File: src/hw/rtl/b64_pkg.sv
// ----------------------------------------------------------------------------
// b64_pkg
// Shared types, codes and character mapping functions for the Base64 codec.
// ----------------------------------------------------------------------------
package b64_pkg;

	localparam int unsigned MaxRes   = 6;
	localparam int unsigned ResCntW  = 3;

	localparam logic [7:0] ChPad     = 8'h3D;  // '='
	localparam logic [7:0] ChPlus    = 8'h2B;  // '+'
	localparam logic [7:0] ChSlash   = 8'h2F;  // '/'
	localparam logic [7:0] SxInvalid = 8'hFF;

	// one result item
	typedef struct packed {
		logic [7:0] data;
		logic       last;
		logic       no_data;
	} res_t;

	// stream state carried between items
	typedef struct packed {
		logic [23:0] gbytes;
		logic [1:0]  gcnt;
		logic [23:0] held;
		logic        hvld;
		logic [7:0]  prev;
	} st_t;

	localparam st_t StClear = '{gbytes: 24'h0, gcnt: 2'd0, held: 24'h0, hvld: 1'b0,
		prev: 8'h0};

	function automatic logic [7:0] sextet_char(input logic [5:0] s);
		logic [7:0] c;
		begin
			if (s < 6'd26) begin
				c = 8'h41 + {2'b00, s};
			end else if (s < 6'd52) begin
				c = 8'h61 + {2'b00, s - 6'd26};
			end else if (s < 6'd62) begin
				c = 8'h30 + {2'b00, s - 6'd52};
			end else if (s == 6'd62) begin
				c = ChPlus;
			end else begin
				c = ChSlash;
			end
			return c;
		end
	endfunction

	function automatic logic [7:0] char_sextet(input logic [7:0] ch);
		logic [6:0] c;
		logic [7:0] v;
		begin
			c = ch[6:0];
			if (c >= 7'h41 && c <= 7'h5A) begin
				v = {1'b0, c - 7'h41};
			end else if (c >= 7'h61 && c <= 7'h7A) begin
				v = {1'b0, c - 7'h61} + 8'd26;
			end else if (c >= 7'h30 && c <= 7'h39) begin
				v = {1'b0, c - 7'h30} + 8'd52;
			end else if (c == ChPlus[6:0]) begin
				v = 8'd62;
			end else if (c == ChSlash[6:0]) begin
				v = 8'd63;
			end else if (c == ChPad[6:0]) begin
				v = 8'd0;
			end else begin
				v = SxInvalid;
			end
			return v;
		end
	endfunction

endpackage

File: src/hw/rtl/base64_stream_codec_unit.sv
// ----------------------------------------------------------------------------
// base64_stream_codec_unit
// Base64 encoder/decoder on a byte stream, mode set by a one-bit register.
// ----------------------------------------------------------------------------
//  channel    | dir | tdata          | tlast    | tuser
//  s_axis     | in  | in_byte [7:0]  | in_last  | -
//  m_axis     | out | out_byte [7:0] | out_last | no_data [0]
//  decode_mode| in  | write enable + 1-bit data, no read-back
//
//  An item is taken into the input register every cycle the step logic can
//  pass the previous one on; results leave the buffer one per cycle unless m_axis stalls.
//  An item producing k results occupies the result buffer until all k have left;
//  encode turns 3 bytes into 4 characters, decode takes one character a cycle
//  while the buffer can take its results, and a closing character yields up to six.
//  Results pass through the input register and the result buffer before m_axis.
//  Reset clears mode (encode), stream state and both handshake stages.
//  Stalls on m_axis back up through the buffer into s_axis_tready.
// ----------------------------------------------------------------------------
module base64_stream_codec_unit import b64_pkg::*; (
	input  logic       clk,
	input  logic       arst_n,
	input  logic       decode_mode_we,
	input  logic       decode_mode_wdata,
	input  logic       s_axis_tvalid,
	output logic       s_axis_tready,
	input  logic [7:0] s_axis_tdata,   // in_byte
	input  logic       s_axis_tlast,   // in_last
	output logic       m_axis_tvalid,
	input  logic       m_axis_tready,
	output logic [7:0] m_axis_tdata,   // out_byte
	output logic       m_axis_tlast,   // out_last
	output logic [0:0] m_axis_tuser    // no_data
);

	logic               mode_q;
	st_t                st_q;
	st_t                st_nxt;
	logic               vld_s1;
	logic [7:0]         byte_s1;
	logic               last_s1;
	res_t               res [MaxRes];
	logic [ResCntW-1:0] res_cnt;
	logic               can_load;
	logic               adv;
	logic               load;

	// a request with no results may pass while the buffer still drains
	assign adv           = vld_s1 && (can_load || res_cnt == '0);
	assign load          = adv && (res_cnt != '0);
	assign s_axis_tready = !vld_s1 || adv;

	always_ff @(posedge clk or negedge arst_n) begin
		if (!arst_n) begin
			vld_s1 <= 1'b0;
		end else if (s_axis_tready) begin
			vld_s1 <= s_axis_tvalid;
		end
	end

	always_ff @(posedge clk) begin
		if (s_axis_tready && s_axis_tvalid) begin
			byte_s1 <= s_axis_tdata;
			last_s1 <= s_axis_tlast;
		end
	end

	always_ff @(posedge clk or negedge arst_n) begin
		if (!arst_n) begin
			mode_q <= 1'b0;
			st_q   <= StClear;
		end else if (decode_mode_we) begin
			mode_q <= decode_mode_wdata;
			st_q   <= StClear;
		end else if (adv) begin
			st_q   <= st_nxt;
		end
	end

	b64_core u_core (
		.decode_mode (mode_q),
		.in_byte     (byte_s1),
		.in_last     (last_s1),
		.st          (st_q),
		.st_nxt      (st_nxt),
		.res         (res),
		.res_cnt     (res_cnt)
	);

	b64_obuf u_obuf (
		.clk           (clk),
		.arst_n        (arst_n),
		.load          (load),
		.load_res      (res),
		.load_cnt      (res_cnt),
		.can_load      (can_load),
		.m_axis_tvalid (m_axis_tvalid),
		.m_axis_tready (m_axis_tready),
		.m_axis_tdata  (m_axis_tdata),
		.m_axis_tlast  (m_axis_tlast),
		.m_axis_tuser  (m_axis_tuser)
	);

	a_no_overrun: assert property (@(posedge clk) disable iff (!arst_n)
		load |-> (!m_axis_tvalid || (m_axis_tready && $past(1'b1) && can_load)))
		else $error("result batch loaded over undelivered results");

	a_cfg_clears: assert property (@(posedge clk) disable iff (!arst_n)
		decode_mode_we |=> (st_q.gcnt == 2'd0 && !st_q.hvld))
		else $error("mode write did not clear stream state");

	a_nodata_form: assert property (@(posedge clk) disable iff (!arst_n)
		(m_axis_tvalid && m_axis_tuser[0]) |-> (m_axis_tlast && m_axis_tdata == 8'h0))
		else $error("no_data result malformed");

	a_encode_nodata: assert property (@(posedge clk) disable iff (!arst_n)
		(load && !mode_q) |-> (res_cnt == ResCntW'(4) && !res[0].no_data))
		else $error("encode batch malformed");

endmodule

File: src/hw/rtl/b64_core.sv
// ----------------------------------------------------------------------------
// b64_core
// Single-pass step logic: one registered item plus stream state in, next
// state and up to six result items out.
// ----------------------------------------------------------------------------
module b64_core import b64_pkg::*; (
	input  logic                 decode_mode,
	input  logic [7:0]           in_byte,
	input  logic                 in_last,
	input  st_t                  st,
	output st_t                  st_nxt,
	output res_t                 res [MaxRes],
	output logic [ResCntW-1:0]   res_cnt
);

	always_comb begin
		logic [23:0] gb;
		logic [1:0]  gc_inc;
		logic        has2;
		logic        has3;
		logic [7:0]  b0;
		logic [7:0]  b1;
		logic [7:0]  b2;
		logic [7:0]  v;
		logic        flush;
		logic        tr1;
		logic        tr2;
		logic [1:0]  nkeep;
		logic [ResCntW-1:0] base;
		logic [7:0]  k0;
		logic [7:0]  k1;
		logic [7:0]  k2;

		st_nxt  = st;
		res_cnt = '0;
		for (int i = 0; i < MaxRes; i++) begin
			res[i] = '{data: 8'h0, last: 1'b0, no_data: 1'b0};
		end
		gb = st.gbytes;
		gc_inc = st.gcnt + 2'd1;
		has2 = 1'b0; has3 = 1'b0;
		b0 = st.gbytes[23:16]; b1 = st.gbytes[15:8]; b2 = st.gbytes[7:0];
		v = char_sextet(in_byte);
		flush = 1'b0; tr1 = 1'b0; tr2 = 1'b0; nkeep = 2'd3; base = '0;
		k0 = 8'h0; k1 = 8'h0; k2 = 8'h0;

		if (!decode_mode) begin
			case (st.gcnt)
				2'd0:    gb = st.gbytes | {in_byte, 16'h0};
				2'd1:    gb = st.gbytes | {8'h0, in_byte, 8'h0};
				default: gb = st.gbytes | {16'h0, in_byte};
			endcase
			if (st.gcnt == 2'd2 || in_last) begin
				has2 = (st.gcnt != 2'd0);
				has3 = (st.gcnt == 2'd2);
				res[0].data = sextet_char(gb[23:18]);
				res[1].data = sextet_char({gb[17:16], has2 ? gb[15:12] : 4'h0});
				res[2].data = has2 ? sextet_char({gb[11:8], has3 ? gb[7:6] : 2'b00}) : ChPad;
				res[3].data = has3 ? sextet_char(gb[5:0]) : ChPad;
				res[3].last = in_last;
				res_cnt = ResCntW'(4);
				st_nxt.gbytes = '0;
				st_nxt.gcnt = '0;
				if (in_last) begin
					st_nxt = StClear;
				end
			end else begin
				st_nxt.gbytes = gb;
				st_nxt.gcnt = gc_inc;
			end
		end else begin
			case (st.gcnt)
				2'd0: begin
					b0 = {v[5:0], 2'b00}; b1 = 8'h0; b2 = 8'h0;
				end
				2'd1: begin
					b0 = b0 + {6'h0, v[5:4]}; b1 = {v[3:0], 4'h0};
				end
				2'd2: begin
					b1 = b1 + {4'h0, v[5:2]}; b2 = {v[1:0], 6'h0};
				end
				default: begin
					b2 = b2 + v;
				end
			endcase
			st_nxt.gbytes = {b0, b1, b2};
			st_nxt.gcnt = gc_inc;
			if (gc_inc == 2'd0) begin
				flush = st.hvld;
				st_nxt.held = {b0, b1, b2};
				st_nxt.hvld = 1'b1;
				st_nxt.gbytes = '0;
			end
			if (flush) begin
				res[0].data = st.held[23:16];
				res[1].data = st.held[15:8];
				res[2].data = st.held[7:0];
				base = ResCntW'(3);
			end
			res_cnt = base;
			if (!in_last) begin
				st_nxt.prev = in_byte;
			end else begin
				if (st_nxt.hvld) begin
					k0 = st_nxt.held[23:16];
					k1 = st_nxt.held[15:8];
					k2 = st_nxt.held[7:0];
					// trailing pad trimming, at most two bytes
					tr1 = (in_byte == ChPad) && (k2 == 8'h0);
					tr2 = (st.prev == ChPad) && ((tr1 ? k1 : k2) == 8'h0);
					nkeep = 2'd3 - {1'b0, tr1} - {1'b0, tr2};
					if (flush) begin
						res[3].data = k0; res[4].data = k1; res[5].data = k2;
						res[3].last = (nkeep == 2'd1);
						res[4].last = (nkeep == 2'd2);
						res[5].last = (nkeep == 2'd3);
					end else begin
						res[0].data = k0; res[1].data = k1; res[2].data = k2;
						res[0].last = (nkeep == 2'd1);
						res[1].last = (nkeep == 2'd2);
						res[2].last = (nkeep == 2'd3);
					end
					res_cnt = base + {1'b0, nkeep};
				end else begin
					res[0] = '{data: 8'h0, last: 1'b1, no_data: 1'b1};
					res_cnt = ResCntW'(1);
				end
				st_nxt = StClear;
			end
		end
	end

endmodule

File: src/hw/rtl/b64_obuf.sv
// ----------------------------------------------------------------------------
// b64_obuf
// Result buffer: loaded with a whole batch of results, drains one per
// request through a shift line.
// ----------------------------------------------------------------------------
module b64_obuf import b64_pkg::*; (
	input  logic               clk,
	input  logic               arst_n,
	input  logic               load,
	input  res_t               load_res [MaxRes],
	input  logic [ResCntW-1:0] load_cnt,
	output logic               can_load,
	output logic               m_axis_tvalid,
	input  logic               m_axis_tready,
	output logic [7:0]         m_axis_tdata,   // out_byte
	output logic               m_axis_tlast,   // out_last
	output logic [0:0]         m_axis_tuser    // no_data
);

	res_t               ent_q [MaxRes];
	logic [ResCntW-1:0] cnt_q;
	logic               take;

	assign m_axis_tvalid = (cnt_q != '0);
	assign take          = m_axis_tvalid && m_axis_tready;
	assign can_load      = (cnt_q == '0) || (cnt_q == ResCntW'(1) && m_axis_tready);
	assign m_axis_tdata  = ent_q[0].data;
	assign m_axis_tlast  = ent_q[0].last;
	assign m_axis_tuser  = ent_q[0].no_data;

	always_ff @(posedge clk or negedge arst_n) begin
		if (!arst_n) begin
			cnt_q <= '0;
		end else if (load) begin
			cnt_q <= load_cnt;
		end else if (take) begin
			cnt_q <= cnt_q - ResCntW'(1);
		end
	end

	always_ff @(posedge clk) begin
		if (load) begin
			ent_q <= load_res;
		end else if (take) begin
			for (int i = 0; i < MaxRes - 1; i++) begin
				ent_q[i] <= ent_q[i+1];
			end
		end
	end

endmodule
File: config.mk
export PLATFORM = sky130hd
export DESIGN_NAME = base64_stream_codec_unit
export DESIGN_NICKNAME = d
export VERILOG_FILES = /design/src/hw/rtl/b64_pkg.sv /design/src/hw/rtl/base64_stream_codec_unit.sv /design/src/hw/rtl/b64_core.sv /design/src/hw/rtl/b64_obuf.sv
export SDC_FILE = /design/constraint.sdc
export NUM_CORES = 1
export LEC_CHECK = 0
export ABC_AREA = 1
export BUFFER_PORTS_ARGS = -buffer_cell sky130_fd_sc_hd__buf_2
export CAP_MARGIN = 5
export CORE_MARGIN = 4
export CORE_UTILIZATION = 28
export DETAILED_ROUTE_END_ITERATION = 16
export PLACE_DENSITY = 0.51
export SLEW_MARGIN = 20
export SYNTH_ARGS = -nofsm -noshare
export SYNTH_HDL_FRONTEND = slang
export SYNTH_SLANG_ARGS = --single-unit
File: constraint.sdc
create_clock -name clk -period 6.33 [get_ports clk]
set_input_delay 0.3165 -clock clk [delete_from_list [all_inputs] [get_ports clk]]
set_output_delay 0.3165 -clock clk [all_outputs]
set_load 0.02 [all_outputs]
Word-level counts from Yosys, hierarchy flattened --
Cells that the tools add are included.
Operators by class: bitwise gates (word level) 3, add/sub/neg operators 33, order comparisons 18, mux-type cells 85, reductions and logical operators 30, equal/unequal tests 15
Operators with widths (count):
- two-way mux 8 bit | 31
- two-way mux 59 bit | 3
- two-way mux 9 bit | 16
- two-way mux 50 bit | 2
- two-way mux 33 bit | 2
- adder 7 x 6 -> 8 bit, first input constant | 8
- two-way mux 51 bit | 1
- two-way mux 25 bit | 2
- less-than comparator 6 bit, second input constant | 8
- two-way mux 24 bit | 2
- case mux 24 bit (2 select lines) | 1
- case mux 8 bit (3 select lines) | 2
- two-way mux 3 bit | 11
- adder 6 x 6 -> 7 bit, first input constant | 4
- two-way mux 26 bit | 1
- equality test 6 bit, second input constant | 4
- less-than comparator 6 x 5 -> 1 bit, second input constant | 4
- OR 24 x 16 -> 24 bit | 1
- OR 24 bit | 1
- OR 24 x 8 -> 24 bit | 1
- subtractor 6 x 5 -> 6 bit, second input constant | 4
- subtractor 6 bit, second input constant | 4
- equality test 7 x 6 -> 1 bit, second input constant | 3
- two-way mux 19 bit | 1
- 34 further kinds | 67
Word-level totals: bits in registers 128, output and inout bits 12, bits of input ports 15, word-level logic and storage cells 207

Logic depth before layout (Yosys ltp) --
Gate-level depths: netlist (run 1).
depth in word-level cells 26, depth in mapped cells 37, mapped depth without buffers 36

Modules after synthesis --
From an unflattened synthesis (run 1), not the netlist that was laid out.
Unflattened totals: cells, all modules 1709, area, all modules 11870.1 µm²
Modules (own cells, without submodules):
- b64_core | cells each 1151, seq. area each 0.0 µm², instances 1, area each 6168.4 µm²
- base64_stream_codec_unit | cells each 295, seq. area each 1796.7 µm², instances 1, area each 2969.1 µm²
- b64_obuf | cells each 263, seq. area each 1876.8 µm², instances 1, area each 2732.6 µm²

Least setup slack after synthesis (run 1) --
No wires, ideal clock.
kind reg2reg, start register byte_s1[5], end register u_obuf.ent_q[11] in the netlist's numbering (enable), arrival 5.430 ns, cell stages (with the launch flop) 34, path slack 0.327 ns, buffers on the path 2, cell sequence edfxtp_1 ha_1 ha_1 nand3_1 nand3_1 nand2_4 nand2_4 inv_1 nand2_1 nand2_1 inv_1 ha_1 fa_1 nand2_1 a21oi_1 o21ai_0 nand2_1 a21oi_1 xnor2_1 nand2_1 o21ai_0 inv_1 nand4_1 nor2_1 nand3_2 fa_1 o21bai_1 inv_1 nor2_1 nand2_2 nand3_1 buf_2 buf_2 nand2_1
On the way: word-level cells in the longest chain between the ends 26, elaborated cells on any way between the ends 47, those cells by class add/sub: 10; order compare: 6; eq/ne: 4; mux: 14; reduce/logical: 13
RTL lines:
- from (decl) | line base64_stream_codec_unit.sv:39 | logic [7:0] byte_s1;
- from (signal assigned) | line base64_stream_codec_unit.sv:62 | byte_s1 <= s_axis_tdata;
- branches (longest 16 deep; another with adder 7 x 6 -> 8 bit)
- subtractor 2 x 1 -> 2 bit (*) | line b64_core.sv:111 | nkeep = 2'd3 - {1'b0, tr1} - {1'b0, tr2};
- adder 3 x 2 -> 3 bit (*) | line b64_core.sv:123 | res_cnt = base + {1'b0, nkeep};
- two-way mux 3 bit (*) | line b64_core.sv:104 | if (st_nxt.hvld) begin
- two-way mux 3 bit (*) | line b64_core.sv:101 | if (!in_last) begin
- two-way mux 3 bit (*) | line b64_core.sv:47 | if (!decode_mode) begin
- logical NOT 3 bit | line base64_stream_codec_unit.sv:48 | assign adv = vld_s1 && (can_load || res_cnt == '0);
- logical OR 1 bit | line base64_stream_codec_unit.sv:48
- logical AND 1 bit | line base64_stream_codec_unit.sv:48
- logical AND 1 bit (*) | line base64_stream_codec_unit.sv:49 | assign load = adv && (res_cnt != '0);
- nonzero test 2 bit (no line) (*)
- to (signal assigned) | line b64_obuf.sv:43 | ent_q <= load_res;
- to (signal, indexed assignment) | line b64_obuf.sv:46 | ent_q[i] <= ent_q[i+1];
- to (decl) | line b64_obuf.sv:20 | res_t ent_q [MaxRes];
Mark *: on every way between the ends. The select of a mux whose other input is x is not followed. A chain may end at the register's enable or synchronous reset.

Worst setup path in the final report (run 1) --
start register byte_s1[1], end register u_obuf.ent_q (netlist bit u_obuf.m_axis_tdata[2]) (enable)
Same word-level chain as after synthesis.

==> summary.txt, run 1 <==
Timing
  • Clock skew: 0.0134 ns
  • Max Freq: around 0.17 GHz
  • Slew HR: 0.354
  • Worst Max-Slew Pin Slew: around 0.96 ns
  • Tcrit/Tclk final: 0.931
  • Final count of pins violating max slew: 0
  • Fin Setup TNS: 0 ns
  • Setup violators final: 0
  • Final-report hold violation count: 0
  • Fin Hold WS: around 0.055 ns
  • RSZ-0062 raised after global routing: false
  • Min Tclk post-route: 5.89 ns

Detailed routing
  • Antenna viol nets, final: 0
  • Iter 0 DRT Violations: 845
  • Vias after detailed routing: roughly 10000
  • Detailed Routing Iterations Pass 1: 5
  • Vias per inst: slightly above 5
  • DRC Markers: 0
  • WL final: roughly 37 mm
  • Wire length per cell: 18.6 µm

Synth
  • Synth Flop Type: edfxtp_1
  • Synth Cell Area: 10600 µm²
  • Simple-Gate Fraction of Synth Area: 0.250
  • Fraction of registers with async set/reset: 0.500
  • Syn Nets: roughly 1500
  • Largest family of logic cells by synthesized area: simple AND/OR/NAND/NOR gates
  • Complex-gate fraction of the synthesized area: 0.195
  • Synth Register Bits: 128
  • Area share of the largest cell type after synthesis: 0.181
  • Netlist cell types: 62
  • Avg Inst Size Synth: 7.41 µm²
  • Most area-hungry cell type in the Yosys netlist: edfxtp_1
  • Sequential area share after synthesis: 0.331
  • Xor/xnor share of the synthesized area: 0.0264
  • Synth area leaders: edfxtp_1 18%, dfrtp_1 15%, nand2_1 12%
  • Adder-Cell Fraction of Synth Area: 0.0981
  • Number of cells produced by synthesis: 1435
  • Mux contribution to synthesized area: 0.00106
  • Post-synth EDFFs: 64
  • YS warnings: 0

Global route
  • First-pass GRT wire length: 57.1 mm
  • GR Util met1: 0.249
  • Initial antenna violation count: 0
  • Gr busiest metal: met2
  • Aggregate global routing overflow: 0
  • GRT Total Usage: 0.178
  • Met3 Use GR: 0.0377
  • Met2 Usage GRT: 0.280
  • Vias in the first global route: around 9800
  • Largest net degree at the start of global routing: 65

Min path
  • Hold crit path type: in2reg
  • Hold Path Stages: 1
  • Hold_sp: s_axis_tdata[6]
  • Hold Path Sink: byte_s1[6]

Setup path
  • Critical Path End Type: flip-flop
  • Crit Path Category: reg2reg
  • Worst r2r src: byte_s1[1]
  • Reg2reg end: u_obuf.m_axis_tdata[2]
  • Worst path required time: 6.39 ns
  • Crit path DAT: between 5 and 6 ns
  • Crit start category: flip-flop
  • Reg2Reg Depth: 31
  • R2R setup slack: 0.44 ns
  • Critical-path top delay cell: fa_1
  • Most used cell, CP: nand2_1
  • CP Max Fanout: 46
  • CP peak stage delay: 0.55 ns

Cells and area
  • # diodes: 0
  • Layout net count: about 1600
  • Commonest cells after routing, fill and taps aside: 329 x nand2_1, 174 x inv_1, 99 x nor2_1
  • Most common cell after layout, fill and taps aside: nand2_1
  • Share of layout cells above drive strength 1: 0.114
  • Syn-to-layout area delta: 12.1%
  • Core Util, Final: 0.317

Placement
  • IO buf count: 26
  • Detail Placement HPWL: 28.0 mm
  • Final Wtd Congestion: 0.930

Die
  • # rows: 71
  • Die Span X: 203 µm
  • Die height: ~200 µm
  • CORE AREA: 37600 µm²
  • IO Count: 27
  • Die area: 41200 µm²
  • Initial Util: 0.283

Clock tree
  • Sink Count: approximately 130
  • TritonCTS Buffers: 17
  • Worst-path clk slew: approximately 0.060 ns
  • Clock Path Buffers: 2
  • H-tree depth: 4
  • Worst-Skew Late Latency: around 0.44 ns
  • CTS tree: done
  • Root buf cell: clkbuf_16

Power and ir drop
  • Pwr dens: between 400 and 500 nW/µm²
  • Leakage: about 5.3 nW
  • Peak supply drop: slightly below 0.2 mV

Job
  • Max Cap Viol: 0

Outcome
  • Status: finished clean
final cells by class:
cell class                      count  area [µm²]
Inverter                          192         728
Clock buffer                       18         429
Multi-Input combinational cell   1060        6080
Sequential cell                   128        3520
Tap cell                          511         639
Fill cell                        4016       25700
Clock inverter                     14         131
Timing Repair Buffer               57         388
sequential cells by signal, summed over array words and instances, names as in the netlist:
name                 count
u_obuf.m_axis_tdata      8
u_obuf.m_axis_tlast      1
last_s1                  1
u_obuf.cnt_q             3
st_q                    59
vld_s1                   1
mode_q                   1
byte_s1                  8
u_obuf.m_axis_tuser      1
u_obuf.ent_q            45
routing by layer:
metal | up-vias | routed length (µm)
met5 | - | 0
met4 | 0 | 859
met3 | 58 | 2720
met2 | 337 | 16400
met1 | 4802 | 16900
li1 | 4873 | -
timing repair:
action / in CTS / in global routing
hold buffers: 0 / 0
gates resized for setup: 0 / 5
endpoints found under the setup margin: 0 / 86
setup buffers: 0 / 6
cell usage after synthesis (5+ instances only):
cell type  instances
o211ai_1          13
a31oi_1           14
o21ai_1           43
nor4_1             6
buf_2             21
o31ai_1           17
nor3_1             8
clkbuf_1          11
nand3_1           99
o21a_1             5
o32ai_1            5
o21ai_2            7
inv_2             15
nand4_1           15
a21oi_1           80
nand2_4            5
nor2_1            99
a2bb2oi_1         12
nand2_1          330
xnor2_1           11
dfrtp_1           64
o22ai_1           14
or2_2              8
edfxtp_1          64
xor2_1            21
buf_4             17
nor2_2             9
inv_1            174
ha_1              77
a21oi_2            8
nand3_2            6
nand2_2            7
nand3b_1           5
a21boi_1           6
o21ai_0           92
power by group:
group | switching (mW) | internal [mW] | total, mW
clock | 0.422 | 0.546 | 0.967
sequential | 0.137 | 1.19 | 1.33
combinational | 2.04 | 0.934 | 2.97
total | 2.60 | 2.67 | 5.27
through the flow:
step                      power (mW)  setup WS, ns  cell area (µm²)  instances
after global placement          4.26         0.534            11300       1942
final                           5.27         0.438            11900       1980
after floorplan                 3.42         0.327            10600       1435
after detailed placement        4.28         0.424            11300       1942
after CTS                       5.25         0.392            11900       1974
after global routing            5.68        0.0337            11900       1980
worst max-delay path by stage:
stage	start	to
CTS	byte_s1[1]	s_axis_tready
global placement	byte_s1[5]	st_q[37]
floorplan	byte_s1[5]	u_obuf.ent_q[11]
global route	byte_s1[1]	s_axis_tready
finish	byte_s1[1]	u_obuf.m_axis_tdata[2]
detailed placement	byte_s1[1]	u_obuf.ent_q[22]
logic make-up (layout without fill, tap and decap cells):
| family | after synthesis | after routing |
|---|---|---|
| AOI/OAI and AO/OA | 340 | 340 |
| xor gates and xnor gates | 32 | 32 |
| adders and majority gates | 81 | 81 |
| buffers and inverters | 247 | 281 |
| DFF | 128 | 128 |
| muxes | 1 | 1 |
| and+or+nand+nor | 606 | 606 |
worst max-delay path: cells and delay by family, from the launching register on:
| family | cells | cell delay, ns |
|---|---|---|
| AOI/OAI and AO/OA | 6 | 0.81 |
| xor gates and xnor gates | 1 | 0.11 |
| adders and majority gates | 4 | 1.42 |
| buffers and inverters | 5 | 0.93 |
| DFF | 1 | 0.47 |
| and+or+nand+nor | 15 | 1.72 |
(Power assumes the default switching activity.)
==> run 2: changes to the inputs <==
--- a/config.mk
+++ b/config.mk
@@ -15,4 +15,5 @@
 export SLEW_MARGIN = 20
 export SYNTH_ARGS = -nofsm -noshare
 export SYNTH_HDL_FRONTEND = slang
+export SYNTH_HIERARCHICAL = 1
 export SYNTH_SLANG_ARGS = --single-unit
==> summary.txt, run 2 <==
Timing
  • Final count of pins violating max slew: 0 (unchanged)
  • Final-report hold violation count: 0 (unchanged)
  • Setup violators final: 0 (unchanged)
  • Slew HR: 0.347 (-0.00714)
  • Max Freq: 0.174 GHz (+2.8%)
  • Fin Hold WS: 0.0635 ns (+0.00818 ns)
  • Worst Max-Slew Pin Slew: 0.979 ns (+0.0196 ns)
  • Clock skew: 0.0158 ns (+0.00242 ns)
  • Tcrit/Tclk final: 0.905 (-0.0254)
  • RSZ-0062 raised after global routing: false
  • Fin Setup TNS: 0 ns (unchanged)
  • Min Tclk post-route: 5.73 ns (-0.161 ns)

Global route
  • Vias in the first global route: 11100 (+13%)
  • Largest net degree at the start of global routing: 82 (+26%)
  • Met2 Usage GRT: 0.278 (-0.00159)
  • Met3 Use GR: 0.0285 (-0.00916)
  • Gr busiest metal: met2
  • First-pass GRT wire length: 63.7 mm (+11%)
  • GR Util met1: 0.249 (+0.000249)
  • GRT Total Usage: 0.177 (-0.00176)
  • Initial antenna violation count: 0 (unchanged)
  • Aggregate global routing overflow: 0 (unchanged)

Detailed routing
  • Wire length per cell: 17.9 µm (-3.7%)
  • Iter 0 DRT Violations: 1175 (+39%)
  • Vias per inst: 5.19 (+2.0%)
  • Detailed Routing Iterations Pass 1: 6 (+1)
  • Vias after detailed routing: 11700 (+16%)
  • WL final: 40.3 mm (+9.4%)
  • Antenna viol nets, final: 0 (unchanged)
  • DRC Markers: 0 (unchanged)

Outcome
  • Status: finished clean

Clock tree
  • Root buf cell: clkbuf_16
  • CTS tree: done
  • Clock Path Buffers: 2 (unchanged)
  • Hold_buf cts: 0 (unchanged)
  • H-tree depth: 4 (unchanged)
  • Sink Count: 133 (+3.9%)
  • TritonCTS Buffers: 17 (unchanged)
  • Worst-path clk slew: 0.06 ns (about the same)
  • Worst-Skew Late Latency: 0.44 ns (about the same)

Min path
  • Hold crit path type: in2reg
  • Hold_sp: s_axis_tdata[7]

Power and ir drop
  • Peak supply drop: 0.202 mV (+2.4%)
  • Pwr dens: 331 nW/µm² (-25%)
  • Leakage: 6.22 nW (+18%)

Synth
  • Area share of the largest cell type after synthesis: 0.175 (-0.00619)
  • Synth Register Bits: 133 (+3.9%)
  • Most area-hungry cell type in the Yosys netlist: edfxtp_1
  • Synth Flop Type: edfxtp_1
  • Commonest cells post-synth: 520 x nand2_1, 181 x inv_1, 129 x nand3_1
  • Top-count cell post-synth: nand2_1
  • Synth area leaders: edfxtp_1 17%, nand2_1 16%, dfrtp_1 13%
  • Netlist cell types: 56 (-9.7%)
  • Synth Cell Area: 11900 µm² (+12%)
  • Sequential area share after synthesis: 0.309 (-0.0219)
  • Number of cells produced by synthesis: 1709 (+19%)
  • Avg Inst Size Synth: 6.95 µm² (-6.3%)
  • Fraction of registers with async set/reset: 0.481 (-0.0188)
  • YS warnings: 6 (+6)
  • Post-synth EDFFs: 69 (+7.8%)

Placement
  • Final Wtd Congestion: 0.932 (+0.16%)
  • Detail Placement HPWL: 28.8 mm (+2.9%)
  • IO buf count: 26 (unchanged)

Cells and area
  • Layout net count: 1794 (+16%)
  • Core Util, Final: 0.312 (-0.00540)
  • FF+latch area: 3670 µm² (+4.3%)
  • Largest reg by FF count: st_q
  • Commonest cells after routing, fill and taps aside: 518 x nand2_1, 177 x inv_1, 129 x nand3_1
  • Multi-input logic area: 6920 µm² (+14%)
  • Fillers: 4584 (+14%)
  • Largest register FFs: 59 (unchanged)
  • Most common cell after layout, fill and taps aside: nand2_1
  • Share of layout cells above drive strength 1: 0.105 (-0.00900)
  • Top Registers: st_q x59, u_obuf/ent_q x50
  • Syn-to-layout area delta: 10.2%
  • # diodes: 0 (unchanged)

Setup path
  • Crit start category: flip-flop
  • CP peak stage delay: 0.46 ns (-0.09 ns)
  • Crit path DAT: 5.41 ns (-0.54 ns)
  • Worst Setup SP: byte_s1[4]
  • Critical-path top delay cell: fa_1
  • Most used cell, CP: nand2_1
  • CP Max Fanout: 10 (-78%)
  • Worst path required time: 6.01 ns (-0.38 ns)
  • Crit Path Category: reg2out
  • Worst r2r src: byte_s1[4]
  • Critical Path End Type: primary output

Die
  • CORE AREA: 41900 µm² (+12%)
  • Die area: 45800 µm² (+11%)
  • Initial Util: 0.283 (about the same)
  • # rows: 75 (+5.6%)
  • Die Span X: 214 µm (+5.4%)
  • Die height: 214 µm (+5.4%)
  • IO Count: 27 (unchanged)

Job
  • Max Cap Viol: 0 (unchanged)
[run 2: cell count changes in the layout (fill, tap and decap cells not counted), sizes merged, moves of 6 or more]
cell     previous run  this run
buf                57        65
a22oi               1         7
a31oi              14         7
a21oi              89        95
o22ai              14        22
o21ai             144       115
o31ai              17         3
nand4              15        68
a2bb2oi            12         0
or2                 9         2
nor2              111        98
nand2             342       538
a21boi              7         0
nand3             105       139
[run 2: cell type report]
| type | instances | area share |
|---|---|---|
| Tap cell | 539 | 0.0515 |
| Multi-Input combinational cell | 1280 | 0.529 |
| Clock buffer | 17 | 0.0325 |
| Inverter | 200 | 0.0580 |
| Timing Repair Buffer | 65 | 0.0380 |
| Sequential cell | 133 | 0.281 |
| Clock inverter | 15 | 0.00995 |
[run 2: metrics by stage]
stage	cells	worst slack (ns)	area, µm²	power [mW]
2_1_floorplan	1713	0.745	11900	2.77
3_3_place_gp	2210	0.560	12400	3.33
3_5_place_dp	2210	0.529	12400	3.35
4_1_cts	2242	0.325	13000	4.32
5_1_grt	2249	0.00536	13100	4.64
6_report	2249	0.599	13100	4.34
[run 2: cell families (layout without fill, tap and decap cells)]
group,count (synthesis),in the layout,share of synthesized area
and+or+nand+nor,873,873,0.323
buffers and inverters,300,297,0.110
AOI/OAI and AO/OA,281,281,0.138
DFF,133,133,0.309
adders and majority gates,82,82,0.0890
xor gates and xnor gates,38,38,0.0280
other,1,5,0.000316
muxes,1,1,0.000843
[run 2: metal layers]
metal	routed length (µm)	part of all wire
met1	18600	0.46
met2	18000	0.45
met3	2600	0.064
met4	1140	0.028
met5	0	0
[run 2: path summary, 6_finish.rpt]
path	end	slack, ns	cells past startpoint
max	s_axis_tready	0.60	35
min	byte_s1[7]	0.06	1
max reg2reg	st_q[58]	0.80	37
min reg2reg	st_q[22]	0.50	2
max in group asynchronous	vld_s1	5.54	2
min in group asynchronous	u_obuf/cnt_q[2]	0.13	2
[run 2: critical path, delay by kind of cell (launching register included)]
| kind | cells | cell delay, ns |
|---|---|---|
| AO/OA/AOI/OAI | 5 | 0.68 |
| adder cells (fa/ha/maj) | 5 | 1.36 |
| buffers and inverters | 7 | 0.73 |
| flip-flops | 1 | 0.42 |
| AND/OR/NAND/NOR | 18 | 1.79 |
[run 2: repair_timing]
action | 4_1_cts | 5_1_grt
buffers inserted | 0 | 7
resized for setup | 0 | 12
endpoints found under the hold margin | 0 | 0
endpoints found under the setup margin | 0 | 93
[run 2: where the power goes]
| group | leakage (nW) | switching (mW) | internal (mW) |
|---|---|---|---|
| clock network | 0.261 | 0.420 | 0.541 |
| registers | 1.53 | 0.105 | 1.19 |
| logic | 4.43 | 1.46 | 0.619 |
==> run 3: changes to the inputs <==
--- a/config.mk
+++ b/config.mk
@@ -10,8 +10,10 @@
 export CAP_MARGIN = 5
 export CORE_MARGIN = 4
 export CORE_UTILIZATION = 28
+export CTS_CLUSTER_DIAMETER = 120
 export DETAILED_ROUTE_END_ITERATION = 16
-export PLACE_DENSITY = 0.51
+export PLACE_DENSITY = 0.41
+export REMOVE_ABC_BUFFERS = 1
 export SLEW_MARGIN = 20
 export SYNTH_ARGS = -nofsm -noshare
 export SYNTH_HDL_FRONTEND = slang
==> summary.txt, run 3 (synthesis results as in run 2) <==
Global route
  • Initial antenna violation count: 0 (unchanged)
  • Aggregate global routing overflow: 0 (unchanged)
  • First-pass GRT wire length: 66.7 mm (+4.8%)
  • Vias in the first global route: 11100 (-0.19%)
  • Largest net degree at the start of global routing: 77 (-6.1%)
  • GRT Total Usage: 0.191 (+0.0145)

Setup path
  • Crit start category: flip-flop
  • CP Max Fanout: 10 (unchanged)
  • CP peak stage delay: 0.51 ns (+0.05 ns)
  • Worst r2r src: byte_s1[5]
  • Worst path required time: 6.01 ns (about the same)
  • Crit path DAT: 5.37 ns (-0.04 ns)
  • Crit Path Category: reg2out
  • Worst Setup SP: byte_s1[5]
  • Critical Path End Type: primary output
  • Reg2Reg Depth: 38 (+2.7%)
  • Most used cell, CP: nand2_1
  • Critical-path top delay cell: edfxtp_1

Detailed routing
  • Wire length per cell: 19.1 µm (+6.4%)
  • Vias after detailed routing: 11500 (-1.7%)
  • Iter 0 DRT Violations: 954 (-19%)
  • Detailed Routing Iterations Pass 1: 6 (unchanged)
  • Antenna viol nets, final: 0 (unchanged)
  • DRC Markers: 0 (unchanged)
  • WL final: 43.0 mm (+6.5%)
  • Vias per inst: 5.09 (-1.8%)

Clock tree
  • CTS tree: done
  • H-tree depth: 4 (unchanged)
  • Worst-path clk slew: 0.06 ns (about the same)
  • Root buf cell: clkbuf_16
  • TritonCTS Buffers: 17 (unchanged)
  • Sink Count: 133 (unchanged)
  • Worst-Skew Late Latency: 0.45 ns (about the same)
  • Clock Path Buffers: 2 (unchanged)

Die
  • # rows: 75 (unchanged)
  • Initial Util: 0.283 (unchanged)
  • Die height: 214 µm (unchanged)
  • CORE AREA: 41900 µm² (unchanged)
  • Die Span X: 214 µm (unchanged)
  • Die area: 45800 µm² (unchanged)
  • IO Count: 27 (unchanged)

Power and ir drop
  • Leakage: 6.26 nW (+0.64%)
  • Reg power frac: 0.294 (-0.006)
  • Net Sw Frac: 0.454 (-0.00273)
  • Peak supply drop: 0.361 mV (+79%)
  • Pwr Total: 4.43 mW (+2.1%)
  • Net Switching: 2.01 mW (+1.5%)
  • Power Internal: 2.42 mW (+2.6%)
  • Comb pwr share: 0.474 (-0.005)
  • Clk pwr share: 0.233 (+0.012)
  • Pwr dens: 337 nW/µm² (+1.8%)

Timing
  • Slew HR: 0.310 (-0.0368)
  • Worst Max-Slew Pin Slew: 1.03 ns (+0.0552 ns)
  • Final-report hold violation count: 0 (unchanged)
  • Tcrit/Tclk final: 0.899 (-0.00644)
  • Setup violators final: 0 (unchanged)
  • Clock skew: 0.0152 ns (-0.000574 ns)
  • Final count of pins violating max slew: 0 (unchanged)
  • Fin Setup TNS: 0 ns (unchanged)
  • Min Tclk post-route: 5.69 ns (-0.0408 ns)
  • Max Freq: 0.176 GHz (+0.72%)
  • RSZ-0062 raised after global routing: false

Outcome
  • Status: finished clean

Cells and area
  • Largest reg by FF count: st_q
  • Largest register FFs: 59 (unchanged)
  • # diodes: 0 (unchanged)
  • Commonest cells after routing, fill and taps aside: 518 x nand2_1, 177 x inv_1, 129 x nand3_1
  • Core Util, Final: 0.313 (+0.000955)
  • Syn-to-layout area delta: 10.6%
  • Fillers: 4571 (-0.28%)
  • Top Registers: st_q x59, u_obuf/ent_q x50
  • Share of layout cells above drive strength 1: 0.106 (+0.000984)
  • Most common cell after layout, fill and taps aside: nand2_1
  • Layout net count: 1797 (+0.17%)

Placement
  • IO buf count: 26 (unchanged)
  • Final Wtd Congestion: 0.871 (-6.5%)
  • Detail Placement HPWL: 31.2 mm (+8.4%)

Min path
  • Hold crit path type: in2async

Job
  • Max Cap Viol: 0 (unchanged)
-- run 3: cell types whose count changed in the layout (fill, tap and decap cells not counted), moves of 2 or more --
cell,previous run,this run
clkinvlp_4,5,3
inv_2,18,20
clkinv_1,4,2
buf_4,32,37
-- run 3: worst max-delay path, delay by kind of cell, from the launching register on --
| family | cells | cell delay, ns |
|---|---|---|
| AND/OR/NAND/NOR | 19 | 1.82 |
| adder cells (fa/ha/maj) | 4 | 1.22 |
| flip-flops | 1 | 0.51 |
| AO/OA/AOI/OAI | 3 | 0.44 |
| buffers and inverters | 9 | 0.92 |
-- run 3: what timing repair did --
action	4_1_cts	5_1_grt
resized for setup	0	5
buffers inserted	0	7
setup endpoints to repair	0	70
hold buffers	0	0
-- run 3: worst paths after layout --
kind	endpoint	slack (ns)
setup / recovery	s_axis_tready	0.64
hold / removal	u_obuf/cnt_q[2]	0.01
setup reg to reg	u_obuf/ent_q[39]	0.73
hold reg to reg	u_obuf/ent_q[21]	0.51
max in group asynchronous	vld_s1	5.65
min in group clk	byte_s1[6]	0.04
-- run 3: cell type report --
type / count / area [µm²] / share of cell area
inverters: 200 / 752 / 0.0573
well taps: 539 / 674 / 0.0514
clock inverters: 14 / 150 / 0.0114
repair buffers: 68 / 523 / 0.0399
clock buffers: 18 / 439 / 0.0335
flip-flops and latches: 133 / 3670 / 0.280
multi-input cells: 1280 / 6910 / 0.527
-- run 3: metal layers --
| layer | global-route usage | vias up | routed length, µm |
|---|---|---|---|
| li1 | - | 5643 | - |
| met1 | 0.265 | 5489 | 20100 |
| met2 | 0.307 | 302 | 19800 |
| met3 | 0.0348 | 39 | 2290 |
| met4 | 0.0512 | 0 | 826 |
| met5 | 0 | - | 0 |
-- run 3: power by group through the flow --
stage	registers [mW]	logic [mW]	clock network, mW
2_1_floorplan	1.37	1.27	0
3_3_place_gp	1.32	2.09	0
3_5_place_dp	1.32	2.08	0
4_1_cts	1.31	2.09	1.06
5_1_grt	1.32	2.36	1.10
6_report	1.30	2.10	1.03
-- run 3: through the flow --
step                cell area (µm²)  setup WS, ns  hold WS [ns]  std cells
floorplan                     11300        -0.810        0.0209       1613
global placement              12500         0.528         0.490       2213
detailed placement            12500         0.537         0.494       2213
CTS                           13100         0.409       0.00930       2245
global route                  13100        0.0159        0.0191       2252
finish                        13100         0.640        0.0109       2252
